===== config.mk =====
export PLATFORM = sky130hd
export DESIGN_NAME = i2c_master_bit_sequencer
export DESIGN_NICKNAME = d
export VERILOG_FILES = /design/src/rtl/i2cm_pkg.sv /design/src/rtl/i2cm_regs.sv /design/src/rtl/i2cm_seq.sv /design/src/rtl/i2c_master_bit_sequencer.sv
export SDC_FILE = /design/constraint.sdc
export NUM_CORES = 1
export LEC_CHECK = 0
export BUFFER_PORTS_ARGS = -buffer_cell sky130_fd_sc_hd__clkbuf_2
export CAP_MARGIN = 10
export CELL_PAD_IN_SITES_DETAIL_PLACEMENT = 2
export CELL_PAD_IN_SITES_GLOBAL_PLACEMENT = 2
export CORE_AREA = 3 3 204 106
export DETAILED_ROUTE_END_ITERATION = 10
export DIE_AREA = 0 0 207 109
export PLACE_DENSITY = 0.88
export SLEW_MARGIN = 20
export SYNTH_ARGS = -nofsm -noshare
export SYNTH_HDL_FRONTEND = slang
export SYNTH_HIERARCHICAL = 1
export SYNTH_SLANG_ARGS = --single-unit

===== constraint.sdc =====
create_clock -name i_clk -period 3.6 [get_ports i_clk]
set_input_delay 0.36 -clock i_clk [delete_from_list [all_inputs] [get_ports i_clk]]
set_output_delay 0.36 -clock i_clk [all_outputs]
set_load 0.02 [all_outputs]

===== src/rtl/i2cm_pkg.sv =====
// Shared types, constants and delay helper for the I2C master bit sequencer.
package i2cm_pkg;

    localparam int DELAY_COUNT_BITS = 12;
    localparam int TPU_W            = 10;
    localparam int LIMIT_W          = 8;
    localparam int CMP_W = (DELAY_COUNT_BITS > TPU_W + 3) ? DELAY_COUNT_BITS : TPU_W + 3;

    localparam logic [CMP_W-1:0] DLY_MAX = CMP_W'((64'd1 << DELAY_COUNT_BITS) - 64'd1);

    // request codes
    localparam logic [2:0] REQ_NONE     = 3'd0;
    localparam logic [2:0] REQ_START    = 3'd1;
    localparam logic [2:0] REQ_STOP     = 3'd2;
    localparam logic [2:0] REQ_WRITE    = 3'd3;
    localparam logic [2:0] REQ_READ     = 3'd4;
    localparam logic [2:0] REQ_WAIT_ACK = 3'd5;

    // register indexes
    localparam logic REG_TPU   = 1'b0;
    localparam logic REG_LIMIT = 1'b1;

    localparam logic [TPU_W-1:0]   TPU_RST   = TPU_W'(50);
    localparam logic [LIMIT_W-1:0] LIMIT_RST = LIMIT_W'(250);

    // delay lengths as left shifts of one unit
    localparam logic [1:0] UNITS_1 = 2'd0;
    localparam logic [1:0] UNITS_2 = 2'd1;
    localparam logic [1:0] UNITS_4 = 2'd2;

    typedef struct packed {
        logic [2:0] req_type;
        logic [7:0] tx_byte;
        logic       send_ack;
        logic       sda_in;
    } t_in_item;

    typedef struct packed {
        logic       scl_out;
        logic       sda_out;
        logic       sda_drive;
        logic       busy_res;
        logic       done_res;
        logic [7:0] rx_byte;
        logic       ack_error;
    } t_out_item;

    typedef struct packed {
        logic [TPU_W-1:0]   ticks_per_unit;
        logic [LIMIT_W-1:0] ack_poll_limit;
    } t_cfg;

    // units * ticks, saturated to the counter range, at least one tick
    function automatic logic [DELAY_COUNT_BITS-1:0] dly_load(
        input logic [1:0]       shamt,
        input logic [TPU_W-1:0] tpu
    );
        logic [CMP_W-1:0] prod;
        prod = CMP_W'(tpu) << shamt;
        if (prod > DLY_MAX) begin
            prod = DLY_MAX;
        end
        if (prod == '0) begin
            prod = CMP_W'(1);
        end
        return prod[DELAY_COUNT_BITS-1:0];
    endfunction

endpackage


===== src/rtl/i2cm_regs.sv =====
// APB-style configuration registers: tick count per unit and ACK poll limit.
module i2cm_regs
    import i2cm_pkg::*;
(
    input  logic        i_clk,
    input  logic        i_rst_n,
    input  logic        psel,
    input  logic        penable,
    input  logic        pwrite,
    input  logic [2:0]  paddr,
    input  logic [31:0] pwdata,
    output logic [31:0] prdata,
    output logic        pready,
    output t_cfg        o_cfg
);

    logic               r_wr_unused;
    logic [TPU_W-1:0]   r_tpu;
    logic [LIMIT_W-1:0] r_limit;
    logic               wr_en;
    logic               idx;

    assign pready = 1'b1;
    assign wr_en  = psel && penable && pwrite;
    assign idx    = paddr[2];

    always_ff @(posedge i_clk) begin
        if (!i_rst_n) begin
            r_tpu       <= TPU_RST;
            r_limit     <= LIMIT_RST;
            r_wr_unused <= 1'b0;
        end else if (wr_en) begin
            r_wr_unused <= 1'b0;
            case (idx)
                REG_TPU:   r_tpu   <= pwdata[TPU_W-1:0];
                REG_LIMIT: r_limit <= pwdata[LIMIT_W-1:0];
                default:   r_wr_unused <= 1'b1;
            endcase
        end
    end

    always_comb begin
        case (idx)
            REG_TPU:   prdata = 32'(r_tpu);
            REG_LIMIT: prdata = 32'(r_limit);
            default:   prdata = 32'(r_wr_unused);
        endcase
    end

    assign o_cfg.ticks_per_unit = r_tpu;
    assign o_cfg.ack_poll_limit = r_limit;

endmodule


===== src/rtl/i2cm_seq.sv =====
// Bus sequencer: phase state, delay counter, shifter and line levels, one tick per step.
module i2cm_seq
    import i2cm_pkg::*;
(
    input  logic      i_clk,
    input  logic      i_rst_n,
    input  logic      i_step,
    input  t_in_item  i_item,
    input  t_cfg      i_cfg,
    output t_out_item o_item
);

    typedef enum logic [4:0] {
        PH_IDLE, PH_ST_A, PH_ST_B, PH_SP_A, PH_SP_B, PH_WA_A, PH_WA_B, PH_WA_POLL,
        PH_WR_LOW, PH_WR_HIGH, PH_WR_TAIL, PH_RD_LOW, PH_RD_HIGH, PH_AK_LOW, PH_AK_HIGH
    } t_phase;

    t_phase                      r_phase, n_phase;
    logic [3:0]                  r_bit, n_bit;
    logic [DELAY_COUNT_BITS-1:0] r_dly, n_dly;
    logic [7:0]                  r_shift, n_shift;
    logic [7:0]                  r_poll, n_poll;
    logic                        r_ack_choice, n_ack_choice;
    logic                        r_scl, n_scl;
    logic                        r_sda, n_sda;
    logic                        r_drive, n_drive;
    logic                        r_err, n_err;
    logic [7:0]                  r_rx, n_rx;

    logic                        done;
    logic                        do_poll;
    logic [3:0]                  bit_inc;
    logic [DELAY_COUNT_BITS-1:0] d_dec;
    logic [DELAY_COUNT_BITS-1:0] dly1, dly2, dly4;

    assign dly1    = dly_load(UNITS_1, i_cfg.ticks_per_unit);
    assign dly2    = dly_load(UNITS_2, i_cfg.ticks_per_unit);
    assign dly4    = dly_load(UNITS_4, i_cfg.ticks_per_unit);
    assign bit_inc = r_bit + 4'd1;
    assign d_dec   = (r_dly != '0) ? r_dly - DELAY_COUNT_BITS'(1) : r_dly;

    always_comb begin
        n_phase      = r_phase;
        n_bit        = r_bit;
        n_dly        = r_dly;
        n_shift      = r_shift;
        n_poll       = r_poll;
        n_ack_choice = r_ack_choice;
        n_scl        = r_scl;
        n_sda        = r_sda;
        n_drive      = r_drive;
        n_err        = r_err;
        n_rx         = r_rx;
        done         = 1'b0;
        do_poll      = 1'b0;

        case (r_phase)
            PH_IDLE: begin
                if (i_item.req_type >= REQ_START && i_item.req_type <= REQ_WAIT_ACK) begin
                    n_bit  = '0;
                    n_poll = '0;
                end
                case (i_item.req_type)
                    REQ_START: begin
                        n_drive = 1'b1; n_sda = 1'b1; n_scl = 1'b1;
                        n_dly = dly4; n_phase = PH_ST_A;
                    end
                    REQ_STOP: begin
                        n_drive = 1'b1; n_scl = 1'b0; n_sda = 1'b0;
                        n_dly = dly4; n_phase = PH_SP_A;
                    end
                    REQ_WRITE: begin
                        n_drive = 1'b1; n_scl = 1'b0;
                        n_sda   = i_item.tx_byte[7];
                        n_shift = {i_item.tx_byte[6:0], 1'b0};
                        n_dly = dly2; n_phase = PH_WR_LOW;
                    end
                    REQ_READ: begin
                        n_drive = 1'b0; n_ack_choice = i_item.send_ack;
                        n_shift = '0; n_scl = 1'b0;
                        n_dly = dly2; n_phase = PH_RD_LOW;
                    end
                    REQ_WAIT_ACK: begin
                        n_drive = 1'b0; n_sda = 1'b1;
                        n_dly = dly1; n_phase = PH_WA_A;
                    end
                    default: ;
                endcase
            end
            PH_WA_POLL: do_poll = 1'b1;
            default: begin
                n_dly = d_dec;
                if (d_dec == '0) begin
                    case (r_phase)
                        PH_ST_A: begin
                            n_sda = 1'b0; n_dly = dly4; n_phase = PH_ST_B;
                        end
                        PH_ST_B: begin
                            n_scl = 1'b0; n_phase = PH_IDLE; done = 1'b1;
                        end
                        PH_SP_A: begin
                            n_scl = 1'b1; n_sda = 1'b1; n_dly = dly4; n_phase = PH_SP_B;
                        end
                        PH_SP_B: begin
                            n_phase = PH_IDLE; done = 1'b1;
                        end
                        PH_WA_A: begin
                            n_scl = 1'b1; n_dly = dly1; n_phase = PH_WA_B;
                        end
                        PH_WA_B: do_poll = 1'b1;
                        PH_WR_LOW: begin
                            n_scl = 1'b1; n_dly = dly2; n_phase = PH_WR_HIGH;
                        end
                        PH_WR_HIGH: begin
                            n_scl = 1'b0; n_dly = dly2; n_phase = PH_WR_TAIL;
                        end
                        PH_WR_TAIL: begin
                            n_bit = bit_inc;
                            if (bit_inc >= 4'd8) begin
                                n_phase = PH_IDLE; done = 1'b1;
                            end else begin
                                n_sda   = r_shift[7];
                                n_shift = {r_shift[6:0], 1'b0};
                                n_dly = dly2; n_phase = PH_WR_LOW;
                            end
                        end
                        PH_RD_LOW: begin
                            n_scl   = 1'b1;
                            n_shift = {r_shift[6:0], i_item.sda_in};
                            n_dly = dly1; n_phase = PH_RD_HIGH;
                        end
                        PH_RD_HIGH: begin
                            n_bit = bit_inc;
                            n_scl = 1'b0;
                            n_dly = dly2;
                            if (bit_inc >= 4'd8) begin
                                n_rx    = r_shift;
                                n_drive = 1'b1;
                                n_sda   = !r_ack_choice;
                                n_phase = PH_AK_LOW;
                            end else begin
                                n_phase = PH_RD_LOW;
                            end
                        end
                        PH_AK_LOW: begin
                            n_scl = 1'b1; n_dly = dly2; n_phase = PH_AK_HIGH;
                        end
                        PH_AK_HIGH: begin
                            n_scl = 1'b0; n_phase = PH_IDLE; done = 1'b1;
                        end
                        default: begin
                            n_phase = PH_IDLE; done = 1'b1;
                        end
                    endcase
                end
            end
        endcase

        // one SDA poll of the acknowledge wait
        if (do_poll) begin
            n_phase = PH_WA_POLL;
            if (!i_item.sda_in) begin
                n_scl = 1'b0; n_err = 1'b0; n_phase = PH_IDLE; done = 1'b1;
            end else if (r_poll >= i_cfg.ack_poll_limit) begin
                n_err = 1'b1;
                n_drive = 1'b1; n_scl = 1'b0; n_sda = 1'b0;
                n_dly = dly4; n_phase = PH_SP_A;
            end else begin
                n_poll = r_poll + 8'd1;
            end
        end
    end

    always_ff @(posedge i_clk) begin
        if (!i_rst_n) begin
            r_phase      <= PH_IDLE;
            r_bit        <= '0;
            r_dly        <= '0;
            r_shift      <= '0;
            r_poll       <= '0;
            r_ack_choice <= 1'b0;
            r_scl        <= 1'b1;
            r_sda        <= 1'b1;
            r_drive      <= 1'b0;
            r_err        <= 1'b0;
            r_rx         <= '0;
        end else if (i_step) begin
            r_phase      <= n_phase;
            r_bit        <= n_bit;
            r_dly        <= n_dly;
            r_shift      <= n_shift;
            r_poll       <= n_poll;
            r_ack_choice <= n_ack_choice;
            r_scl        <= n_scl;
            r_sda        <= n_sda;
            r_drive      <= n_drive;
            r_err        <= n_err;
            r_rx         <= n_rx;
        end
    end

    assign o_item.scl_out   = n_scl;
    assign o_item.sda_out   = n_sda;
    assign o_item.sda_drive = n_drive;
    assign o_item.busy_res  = (n_phase != PH_IDLE);
    assign o_item.done_res  = done;
    assign o_item.rx_byte   = n_rx;
    assign o_item.ack_error = n_err;

    // a finishing tick never reports busy
    a_done_not_busy: assert property (@(posedge i_clk) disable iff (!i_rst_n)
        (i_step && done) |-> !o_item.busy_res)
        else $error("done with busy still set");

    // SDA stays released while the read bits are clocked in
    a_read_released: assert property (@(posedge i_clk) disable iff (!i_rst_n)
        (r_phase == PH_RD_LOW || r_phase == PH_RD_HIGH) |-> !r_drive)
        else $error("SDA driven during read");

    // every timed phase holds a live delay
    a_delay_live: assert property (@(posedge i_clk) disable iff (!i_rst_n)
        (r_phase != PH_IDLE && r_phase != PH_WA_POLL) |-> (r_dly != '0))
        else $error("timed phase with empty delay");

    // bit count never passes one byte
    a_bit_range: assert property (@(posedge i_clk) disable iff (!i_rst_n)
        i_step |=> (r_bit <= 4'd8))
        else $error("bit counter past eight");

endmodule


===== src/rtl/i2c_master_bit_sequencer.sv =====
// I2C master bit sequencer top level: tick input register, sequencer, result register, config port.
// An accepted tick beat reaches the output through the input register and then the result register.
// Throughput: one tick beat per cycle while the output is not stalled; the sequencer state updates once per tick beat.
// Bus timing is counted in tick beats, not clock cycles; a stalled output holds the tick.
// Reset (i_rst_n low, synchronous): idle, SCL and SDA high, SDA released, no beats held,
// ticks_per_unit 50, ack_poll_limit 250.
module i2c_master_bit_sequencer
    import i2cm_pkg::*;
(
    input  logic        i_clk,
    input  logic        i_rst_n,
    // tick beats in
    input  logic        i_in_valid,
    output logic        o_in_stall,
    input  t_in_item    i_in_data,
    // result beats out
    output logic        o_out_valid,
    input  logic        i_out_stall,
    output t_out_item   o_out_data,
    // configuration
    input  logic        psel,
    input  logic        penable,
    input  logic        pwrite,
    input  logic [2:0]  paddr,
    input  logic [31:0] pwdata,
    output logic [31:0] prdata,
    output logic        pready
);

    t_cfg      cfg;
    t_out_item seq_item;

    logic      r_in_valid;
    t_in_item  r_in_data;
    logic      r_out_valid;
    t_out_item r_out_data;

    logic      out_free;
    logic      step;
    logic      in_take;

    // Result register frees when empty or being taken this cycle.
    assign out_free   = !r_out_valid || !i_out_stall;
    // The held tick is processed exactly when its result has somewhere to go.
    assign step       = r_in_valid && out_free;
    // Input register takes a new beat whenever it empties (or already is empty).
    assign o_in_stall = r_in_valid && !step;
    assign in_take    = i_in_valid && !o_in_stall;

    always_ff @(posedge i_clk) begin
        if (!i_rst_n) begin
            r_in_valid  <= 1'b0;
            r_out_valid <= 1'b0;
        end else begin
            if (in_take) begin
                r_in_valid <= 1'b1;
            end else if (step) begin
                r_in_valid <= 1'b0;
            end
            if (step) begin
                r_out_valid <= 1'b1;
            end else if (!i_out_stall) begin
                r_out_valid <= 1'b0;
            end
        end
    end

    // payload registers, no reset needed
    always_ff @(posedge i_clk) begin
        if (in_take) begin
            r_in_data <= i_in_data;
        end
        if (step) begin
            r_out_data <= seq_item;
        end
    end

    i2cm_regs u_regs (
        .i_clk   (i_clk),
        .i_rst_n (i_rst_n),
        .psel    (psel),
        .penable (penable),
        .pwrite  (pwrite),
        .paddr   (paddr),
        .pwdata  (pwdata),
        .prdata  (prdata),
        .pready  (pready),
        .o_cfg   (cfg)
    );

    // All per-tick work: one pass of phase logic from held tick to result.
    i2cm_seq u_seq (
        .i_clk   (i_clk),
        .i_rst_n (i_rst_n),
        .i_step  (step),
        .i_item  (r_in_data),
        .i_cfg   (cfg),
        .o_item  (seq_item)
    );

    assign o_out_valid = r_out_valid;
    assign o_out_data  = r_out_data;

endmodule

==> results of run 1 <==
power breakdown:
group          switching (W)  internal (W)
logic               0.000885      0.000454
registers          0.0000594       0.00117
clock network       0.000489      0.000575
area by class of cell:
class                      instances  area, µm²  share of cell area (%)
clock inverter                     6       81.3                    1.07
sequential                        97       2210                    29.1
timing repair buffer              95        573                    7.55
clock buffer                      10        239                    3.15
inverter                          28        105                    1.38
tap                              266        333                    4.38
multi-input combinational        614       4050                    53.3
path summary, 6_finish.rpt:
| path | from | to | slack [ps] | cells after the start |
|---|---|---|---|---|
| setup / recovery | u_seq/r_dly[1] | u_seq/r_poll[7] | 220 | 9 |
| hold / removal | i_in_data[0] | r_in_data[0] | 170 | 1 |
| setup reg to reg | u_seq/r_dly[1] | u_seq/r_poll[7] | 220 | 9 |
| hold reg to reg | u_seq/r_rx[0] | u_seq/r_rx[0] | 510 | 2 |
per-stage QoR:
stage | cells | total power [W] | setup WS, ps | instance area [µm²]
3_5_place_dp | 1099 | 0.00252 | 263 | 7260
2_1_floorplan | 833 | 0.00211 | 504 | 6840
3_3_place_gp | 1099 | 0.00246 | 412 | 7260
5_1_grt | 1116 | 0.00379 | 21.5 | 7590
4_1_cts | 1115 | 0.00360 | 201 | 7580
6_report | 1116 | 0.00363 | 219 | 7590
what timing repair did:
| item | 4_1_cts | 5_1_grt |
|---|---|---|
| endpoints found under the setup margin | 0 | 3 |
| resized for setup | 0 | 1 |
| buffers inserted | 0 | 1 |
synthesized netlist by cell type, types with 9 or more instances:
library cell / instances
edfxtp_1: 27
nand2_1: 62
o22ai_1: 9
nor2b_1: 28
a21oi_1: 44
a211oi_1: 9
nor3_1: 22
nand3_1: 53
a211o_1: 11
o21ai_0: 43
nor2_1: 55
buf_2: 11
o31ai_1: 10
nand4_1: 14
buf_4: 30
a31oi_1: 13
ha_1: 11
inv_1: 27
clkbuf_1: 44
mux2i_1: 37
dfxtp_1: 70
mux2_2: 20
cell families after synthesis:
group,share of synthesized area [%]
other,0.111
buffers and inverters,8.88
adder cells (fa/ha/maj),2.03
flip-flops,32.7
AO/OA/AOI/OAI,23.5
multiplexers,8.81
AND/OR/NAND/NOR,23.7
XOR/XNOR,0.259
critical path: cells and delay by family (launching register included):
family / cells / cell delay (ps)
AO/OA/AOI/OAI: 5 / 1660
adder cells (fa/ha/maj): 1 / 280
buffers and inverters: 1 / 110
flip-flops: 1 / 450
AND/OR/NAND/NOR: 2 / 700
per-layer routing:
metal  GRT usage, %  routed length, µm  part of all wire (%)
met4           6.29                514                   1.9
met3           4.34               1620                   6.1
met2           40.6              12900                    48
met5              0                  0                     0
met1           30.1              11700                    44
flip-flops by register name, indices dropped and copies added, names as in the netlist, 4 cells and up:
signal          flops
o_out_data         14
r_in_data          13
u_seq/r_dly        12
u_regs/r_tpu       10
u_regs/r_limit      8
u_seq/r_poll        8
u_seq/r_rx          8
u_seq/r_shift       8
u_seq/r_phase       5
u_seq/r_bit         4
==> out/metrics.csv, run 1 <==
stage,metric,value,unit
outcome,status,"finished, final reports clean",
die,I/O pin total,104,
sta,final setup fails,0,
critical_path,worst path cell trace,inv_1 -> ha_1 -> nor3b_4 -> and4b_1 -> a211oi_2 -> a2111oi_4 -> a21oi_2 -> o31ai_1 -> o21ai_0,
layout,# nets final,911,
yosys,ys flop type,dfxtp_1,
cts,CTS Sinks,97,
global_route,vias in the first global route,7120,
sta,Final min period,3380,ps
global_route,global-route wire length before repair,41800,µm
sta,Max Slew Vio Count,0,
critical_path,kind of critical path,reg -> reg,
sta,Final period util,93.9,%
min_path,Worst Hold Class,in -> reg,
layout,utilization after layout,38.7,%
yosys,Synth Warn #,6,
yosys,Yosys cell types,88,
sta,Tightest Pin Transition,948,ps
die,die height,109,µm
cts,CTS tree,done,
routing,DRT iter0 DRCs,645,
sta,FMAX,296,MHz
cts,H-tree depth,3,
cts,"Hold-fix buffers, CTS",0,
yosys,Yosys top cell area share,20.7,%
layout,antenna diode count,0,
cts,CTS max path bufs,2,
flow_run,Max-Cap Viols,0,
critical_path,nature of the critical path startpoint,flip-flop,
layout,most frequent cells in the layout,"dfxtp_1, nand2_1, clkbuf_2, nor2_1, nand3_1",
sta,Worst Hold Slack,169,ps
die,Initial Utilization,34.4,%
sta,Rel. slew slack,36.2,%
die,die span in x,207,µm
layout,share of layout cells above drive strength 1,19.1,%
yosys,post-synth top area cell,dfxtp_1,
layout,# fillers,2224,
die,Row Count,36,
global_route,initial antenna violation count,0,
critical_path,CP max stage cell,o31ai_1,
yosys,ys async rst share,0,%
placement,post-DP HPWL,19100,µm
yosys,Post-synth EDFFs,27,
layout,"most common cell after layout, fill and taps aside",dfxtp_1,
yosys,Area contributors post-synth,"dfxtp_1, edfxtp_1, mux2i_1, nand3_1, nand2_1",
sta,"Hold Vio Cnt, Final",0,
routing,"antenna viol nets, final",0,
critical_path,"slowest stage delay, CP",700,ps
global_route,total gr overflow,0,
global_route,overall routing resource usage,23.3,%
placement,Final Wtd Congestion,0.877,
sta,RSZ-0062 raised after global routing,false,
die,die area,22600,µm²
routing,router iterations before antenna repair,6,
yosys,Synth Cell Area,6760,µm²
yosys,post-synthesis cell count,812,
yosys,sequential fraction of the synthesis area,32.7,%
sta,skew final,7.02,ps
yosys,syn_area_per_cell,8.33,µm²
critical_path,Worst Setup End Kind,flip-flop,
power,Leakage,2.96,nW
die,Core Area,19600,µm²
power,power per cell area,478,nW/µm²
yosys,number of synthesized register bits,97,
routing,via count,6826,
cts,Root Buffer,clkbuf_16,
layout,Area Growth Syn to Fin,12.3,%
cts,Clock transition at path regs,80,ps
routing,routed length per instance,24.0,µm
routing,# DRC,0,
power,Peak VDD IR,225,µV
cts,Worst-Skew Late Latency,360,ps
routing,drt total wl,26800,µm
placement,# port buffers,56,
critical_path,data required time of the critical path,3810,ps
critical_path,Worst EP arrival,3590,ps
critical_path,CP Max Fanout,9,
global_route,largest net degree at the start of global routing,52,
sta,Post-Route Setup TNS,0,ps
routing,drt via density,6.12,
cts,CTS buffer count,9,
Power figures use the tool's default switching activity.
==> run 2: changes to the inputs <==
- CORE_AREA: 3 3 204 106 -> 3 3 195 102
- DIE_AREA: 0 0 207 109 -> 0 0 198 105
- PLACE_DENSITY: 0.88 -> 0.89
- SYNTH_HIERARCHICAL: 1 -> default
==> run 2 against run 1 <==
Net effect: via count fell by 9.0%; worst hold slack lost 3.6 ps; total power shrank 11%; worst setup slack lost 110 ps; wire length shrank 3.0%; cell count is 8.7% lower; largest cell class unchanged; clock skew increased by 6.0 ps; count of clock-buffer cells in the layout fell by 1; synthesized cell count down 8.3%.
==> out/metrics.csv, run 2 <==
stage,metric,value,unit
outcome,status,"finished, final reports clean",
placement,post-DP HPWL,17400,µm
die,Core Area,18200,µm²
critical_path,FF-to-FF setup slack,110,ps
yosys,Synth Warn #,0,
die,I/O pin total,104,
power,power after layout,0.00323,W
layout,Largest register FFs,14,
yosys,Area contributors post-synth,"dfxtp_1, edfxtp_1, nand2_1, mux2i_1, clkbuf_1",
cts,CTS max path bufs,2,
routing,DRT iter0 DRCs,537,
routing,router iterations before antenna repair,7,
sta,Final period util,97.1,%
cts,Root Buffer,clkbuf_16,
routing,# DRC,0,
yosys,Yosys cell types,72,
critical_path,CP endpoint,o_out_data[10],
yosys,post-synth top area cell,dfxtp_1,
layout,antenna diode count,0,
yosys,post-synthesis cell count,745,
sta,Max Slew Vio Count,0,
layout,# nets final,840,
global_route,overall routing resource usage,24.8,%
critical_path,data required time of the critical path,3690,ps
cts,CTS Sinks,97,
power,Leakage,2.80,nW
power,Peak VDD IR,277,µV
routing,drt via density,6.10,
global_route,global-route wire length before repair,40600,µm
sta,skew final,13.0,ps
cts,H-tree depth,3,
yosys,ys flop type,dfxtp_1,
yosys,number of synthesized register bits,97,
yosys,ys async rst share,0,%
cts,Worst-Skew Late Latency,360,ps
layout,most frequent cells in the layout,"nand2_1, dfxtp_1, clkbuf_2, nor2_1, a21oi_1",
critical_path,CP Max Fanout,8,
sta,Final min period,3490,ps
die,die area,20800,µm²
yosys,most common cell in the netlist,nand2_1,
die,die span in x,198,µm
layout,share of layout cells above drive strength 1,18.4,%
min_path,Worst Hold Class,in -> reg,
die,Row Count,35,
critical_path,nature of the critical path startpoint,flip-flop,
critical_path,R2R Path End,o_out_data[10],
sta,FMAX,286,MHz
global_route,vias in the first global route,6871,
yosys,sequential fraction of the synthesis area,35.8,%
sta,Rel. slew slack,34.2,%
routing,drt total wl,26000,µm
cts,Clock transition at path regs,90,ps
routing,routed length per instance,25.5,µm
power,power per cell area,463,nW/µm²
yosys,Post-synth EDFFs,27,
critical_path,Worst Setup End Kind,flip-flop,
layout,"most common cell after layout, fill and taps aside",nand2_1,
critical_path,kind of critical path,reg -> reg,
layout,Area Growth Syn to Fin,13.2,%
die,die height,105,µm
routing,"antenna viol nets, final",0,
sta,Tightest Pin Transition,987,ps
yosys,Synth Cell Area,6170,µm²
flow_run,Max-Cap Viols,0,
min_path,hold path start,i_in_data[8],
placement,# port buffers,56,
yosys,top post-synthesis cells by count,"nand2_1, dfxtp_1, clkbuf_1",
layout,"non-filler cells, final",1019,
critical_path,worst reg2reg path depth,10,
placement,placed cells,1001,
sta,final setup fails,0,
critical_path,Reg2Reg Launch Point,u_seq.r_dly[0],
global_route,total gr overflow,0,
global_route,largest net degree at the start of global routing,38,
critical_path,worst setup path startpoint,u_seq.r_dly[0],
cts,CTS buffer count,9,
yosys,Yosys top cell area share,22.7,%
sta,Worst Hold Slack,166,ps
sta,Post-Route Setup TNS,0,ps
yosys,syn_area_per_cell,8.29,µm²
sta,"Hold Vio Cnt, Final",0,
cts,CTS tree,done,
routing,via count,6215,
global_route,initial antenna violation count,0,
die,Initial Utilization,33.9,%
critical_path,Worst EP arrival,3590,ps
placement,Final Wtd Congestion,0.903,
[run 2: changes by cell type in the layout (fill, tap and decap cells not counted), moves of 12 or more]
cell / change
a21boi_0: +18
mux2i_1: -12
nand2_1: +34
nand3_1: -23
nor2_1: -14
[run 2: area by class of cell]
cell class                      instances  area (µm²)
Fill cell                            2039       11200
Multi-Input combinational cell        559        3570
Sequential cell                        97        2210
Timing Repair Buffer                   84         490
Tap cell                              240         300
Clock buffer                            9         225
Clock inverter                          7         104
Inverter                               23        86.3
[run 2: report_power, final]
group / internal [W] / switching, W / total, W
Sequential: 0.00117 / 0.0000705 / 0.00124
Clock: 0.000513 / 0.000538 / 0.00105
Combinational: 0.000314 / 0.000632 / 0.000945
[run 2: worst max-delay path, stage by stage (launching register included)]
cell,delay (ps)
dfxtp_1,390
inv_1,90
ha_1,240
or3b_4,450
nor3_2,200
mux2i_2,350
nand4_4,260
or2_4,370
a221o_1,380
a221oi_1,370
nand3_1,140
[run 2: kinds of logic (layout without fill, tap and decap cells)]
| group | count (synthesis) | after routing | synth area share [%] |
|---|---|---|---|
| and+or+nand+nor | 275 | 275 | 22.3 |
| adders and majority gates | 11 | 11 | 2.23 |
| AOI/OAI and AO/OA | 204 | 204 | 23.3 |
| other | 2 | 23 | 0.122 |
| buffers and inverters | 110 | 123 | 8.51 |
| xor gates and xnor gates | 4 | 4 | 0.568 |
| DFF | 97 | 97 | 35.8 |
| muxes | 42 | 42 | 7.13 |
[run 2: worst min path at each step]
stage                   endpoint  depth (start not counted)  slack (ps)
2_1_floorplan  u_regs.r_limit[2]                          2         450
3_3_place_gp      u_seq.r_bit[2]                          2         470
3_5_place_dp   u_regs.r_limit[2]                          2         490
4_1_cts             r_in_data[8]                          1         160
5_1_grt             r_in_data[4]                          1         160
6_report            r_in_data[8]                          1         170
[run 2: routing by layer]
metal	part of all wire, %	track usage [%]	routed length (µm)	vias to the layer above
li1	-	-	-	2734
met4	2.7	8.53	705	0
met5	0	0	0	-
met3	6.7	4.86	1730	71
met2	48	41.9	12600	300
met1	42	31.5	10900	3110
[run 2: repair_timing]
item / CTS / global route
setup endpoints to repair: 3 / 41
gates cloned: 0 / 0
hold buffers: 0 / 0
buffers inserted: 1 / 1
gates resized for setup: 2 / 12
[run 2: through the flow]
step           setup WS, ps  area [µm²]  utilization, %
2_1_floorplan           529        6250               -
3_3_place_gp            188        6590            36.2
3_5_place_dp          -16.9        6590            36.2
4_1_cts               0.701        6930            38.0
5_1_grt               -25.6        6990            38.4
6_report                106        6990            38.4
==> run 3: changes to the inputs <==
- CTS_CLUSTER_DIAMETER: default -> 150
- RECOVER_POWER: default -> 25
==> run 3 against run 2 <==
Net effect: the flow now finishes with violations (max-capacitance violations, max-slew violations); count of clock-buffer cells in the layout unchanged; non-clock buffer count unchanged; highest routed layer unchanged; sequential share of layout area increased by 0.10 points; global-route usage unchanged; sequential cell count unchanged; final area decreased by 0.32%; maximum frequency increased by 0.19%.
==> out/metrics.csv, run 3 (same netlist as run 2, synthesis figures left out) <==
stage,metric,value,unit
layout,footprint of the multi-input gates,3570,µm²
placement,# port buffers,56,
sta,Post-Route Setup TNS,0,ps
cts,CTS max path bufs,2,
critical_path,CP Max Fanout,8,
die,Core Area,18200,µm²
routing,router iterations before antenna repair,5,
routing,Max Used Layer,met4,
power,power per cell area,464,nW/µm²
routing,via count,6273,
critical_path,Worst Setup End Kind,flip-flop,
global_route,largest net degree at the start of global routing,38,
cts,CTS buffer count,9,
die,Row Count,35,
sta,"Hold Vio Cnt, Final",0,
cts,Root Buffer,clkbuf_16,
power,Peak VDD IR,278,µV
cts,"Hold-fix buffers, CTS",0,
die,die height,105,µm
die,die span in x,198,µm
global_route,vias in the first global route,6871,
critical_path,CP max stage cell,or3b_4,
placement,placed cells,1001,
outcome,status,"finished, violations left",
layout,Register Area,2210,µm²
sta,Rel. slew slack,-19.6,%
die,die area,20800,µm²
routing,"antenna viol nets, final",0,
cts,CTS tree,done,
min_path,Worst Hold Class,in -> reg,
cts,Clock transition at path regs,90,ps
power,Leakage,2.76,nW
routing,met2 wire len,12500,µm
placement,Final Wtd Congestion,0.903,
layout,share of layout cells above drive strength 1,16.6,%
routing,M1 wire length,11000,µm
critical_path,"slowest stage delay, CP",450,ps
routing,DRT iter0 DRCs,506,
layout,antenna diode count,0,
sta,final setup fails,0,
routing,routed length per instance,25.4,µm
routing,drt total wl,25900,µm
layout,utilization after layout,38.2,%
sta,FMAX,287,MHz
layout,# nets final,840,
flow_run,Max-Cap Viols,1,
sta,Tightest Pin Transition,1790,ps
layout,Area Growth Syn to Fin,12.8,%
critical_path,"CP delay by family, top",simple AND/OR/NAND/NOR gates,
power,P_int,0.00199,W
layout,most frequent cells in the layout,"nand2_1, dfxtp_1, clkbuf_2, nor2_1, a21oi_1",
power,Clock Power Share,32.6,%
die,Initial Utilization,33.9,%
global_route,global-route wire length before repair,40600,µm
cts,CTS Sinks,97,
sta,Max Slew Vio Count,38,
critical_path,nature of the critical path startpoint,flip-flop,
layout,Finished Cell Area,6970,µm²
die,I/O pin total,104,
placement,post-DP HPWL,17400,µm
critical_path,data required time of the critical path,3690,ps
critical_path,WP buf/inv,1,
power,Logic pwr share,29.2,%
sta,Worst Hold Slack,163,ps
placement,Area after DPL,6590,µm²
routing,# DRC,0,
global_route,overall routing resource usage,24.8,%
layout,# fillers,2048,
global_route,total gr overflow,0,
sta,Final period util,96.9,%
critical_path,kind of critical path,reg -> reg,
power,net switching power,0.00124,W
critical_path,worst path cell trace,inv_1 -> ha_1 -> or3b_4 -> nor3_2 -> mux2i_2 -> nand4_4 -> or2_4 -> a221o_1 -> a221oi_1 -> nand3_1,
routing,met3 wire len,1720,µm
critical_path,Worst EP arrival,3580,ps
layout,"most common cell after layout, fill and taps aside",nand2_1,
routing,drt via density,6.16,
outcome,failing checks,"max-capacitance violations, max-slew violations",
layout,"non-filler cells, final",1019,
sta,skew final,13.5,ps
global_route,initial antenna violation count,0,
cts,H-tree depth,3,
layout,Largest register FFs,14,
sta,Final min period,3490,ps
power,Sw Ratio,38.5,%
power,Flop pwr share,38.2,%
cts,Worst-Skew Late Latency,360,ps
## run 3: changes by cell type in the layout (fill, tap and decap cells not counted)
cell and delta:
buf_4 -2, clkbuf_1 +14, clkbuf_2 -12
## run 3: layer usage
layer	track usage, %	vias up
li1	-	2743
met1	31.5	3137
met2	41.9	322
met3	4.86	71
met4	8.53	0
met5	0	-
## run 3: cell type report
class | instances | share of cell area (%)
multi-input cells | 559 | 51.2
flip-flops and latches | 97 | 31.8
repair buffers | 84 | 6.72
well taps | 240 | 4.31
clock buffers | 9 | 3.23
clock inverters | 7 | 1.49
inverters | 23 | 1.24
## run 3: timing repair
item / 4_1_cts / 5_1_grt
endpoints found under the setup margin: 3 / 41
pin swaps: 0 / 0
gates resized for setup: 2 / 12
setup buffers: 1 / 1
## run 3: final timing paths
path,slack (ps),cells after the start,end,start
setup / recovery,110,10,o_out_data[10],u_seq.r_dly[0]
setup reg to reg,110,10,o_out_data[10],u_seq.r_dly[0]
hold reg to reg,510,2,u_seq.r_bit[1],u_seq.r_bit[1]
hold / removal,160,1,r_in_data[8],i_in_data[8]
## run 3: metrics by stage
step | setup WS (ps) | total power, W
3_3_place_gp | 188 | 0.00206
3_5_place_dp | -16.9 | 0.00211
5_1_grt | -25.6 | 0.00336
4_1_cts | 0.701 | 0.00317
2_1_floorplan | 529 | 0.00180
6_report | 112 | 0.00324
## run 3: power by group through the flow
stage / clock, W / combinational (W) / sequential, W
6_report: 0.00105 / 0.000944 / 0.00124
5_1_grt: 0.00111 / 0.00100 / 0.00124
4_1_cts: 0.00105 / 0.000880 / 0.00123
3_5_place_dp: 0 / 0.000855 / 0.00126
3_3_place_gp: 0 / 0.000807 / 0.00125
2_1_floorplan: 0 / 0.000578 / 0.00122
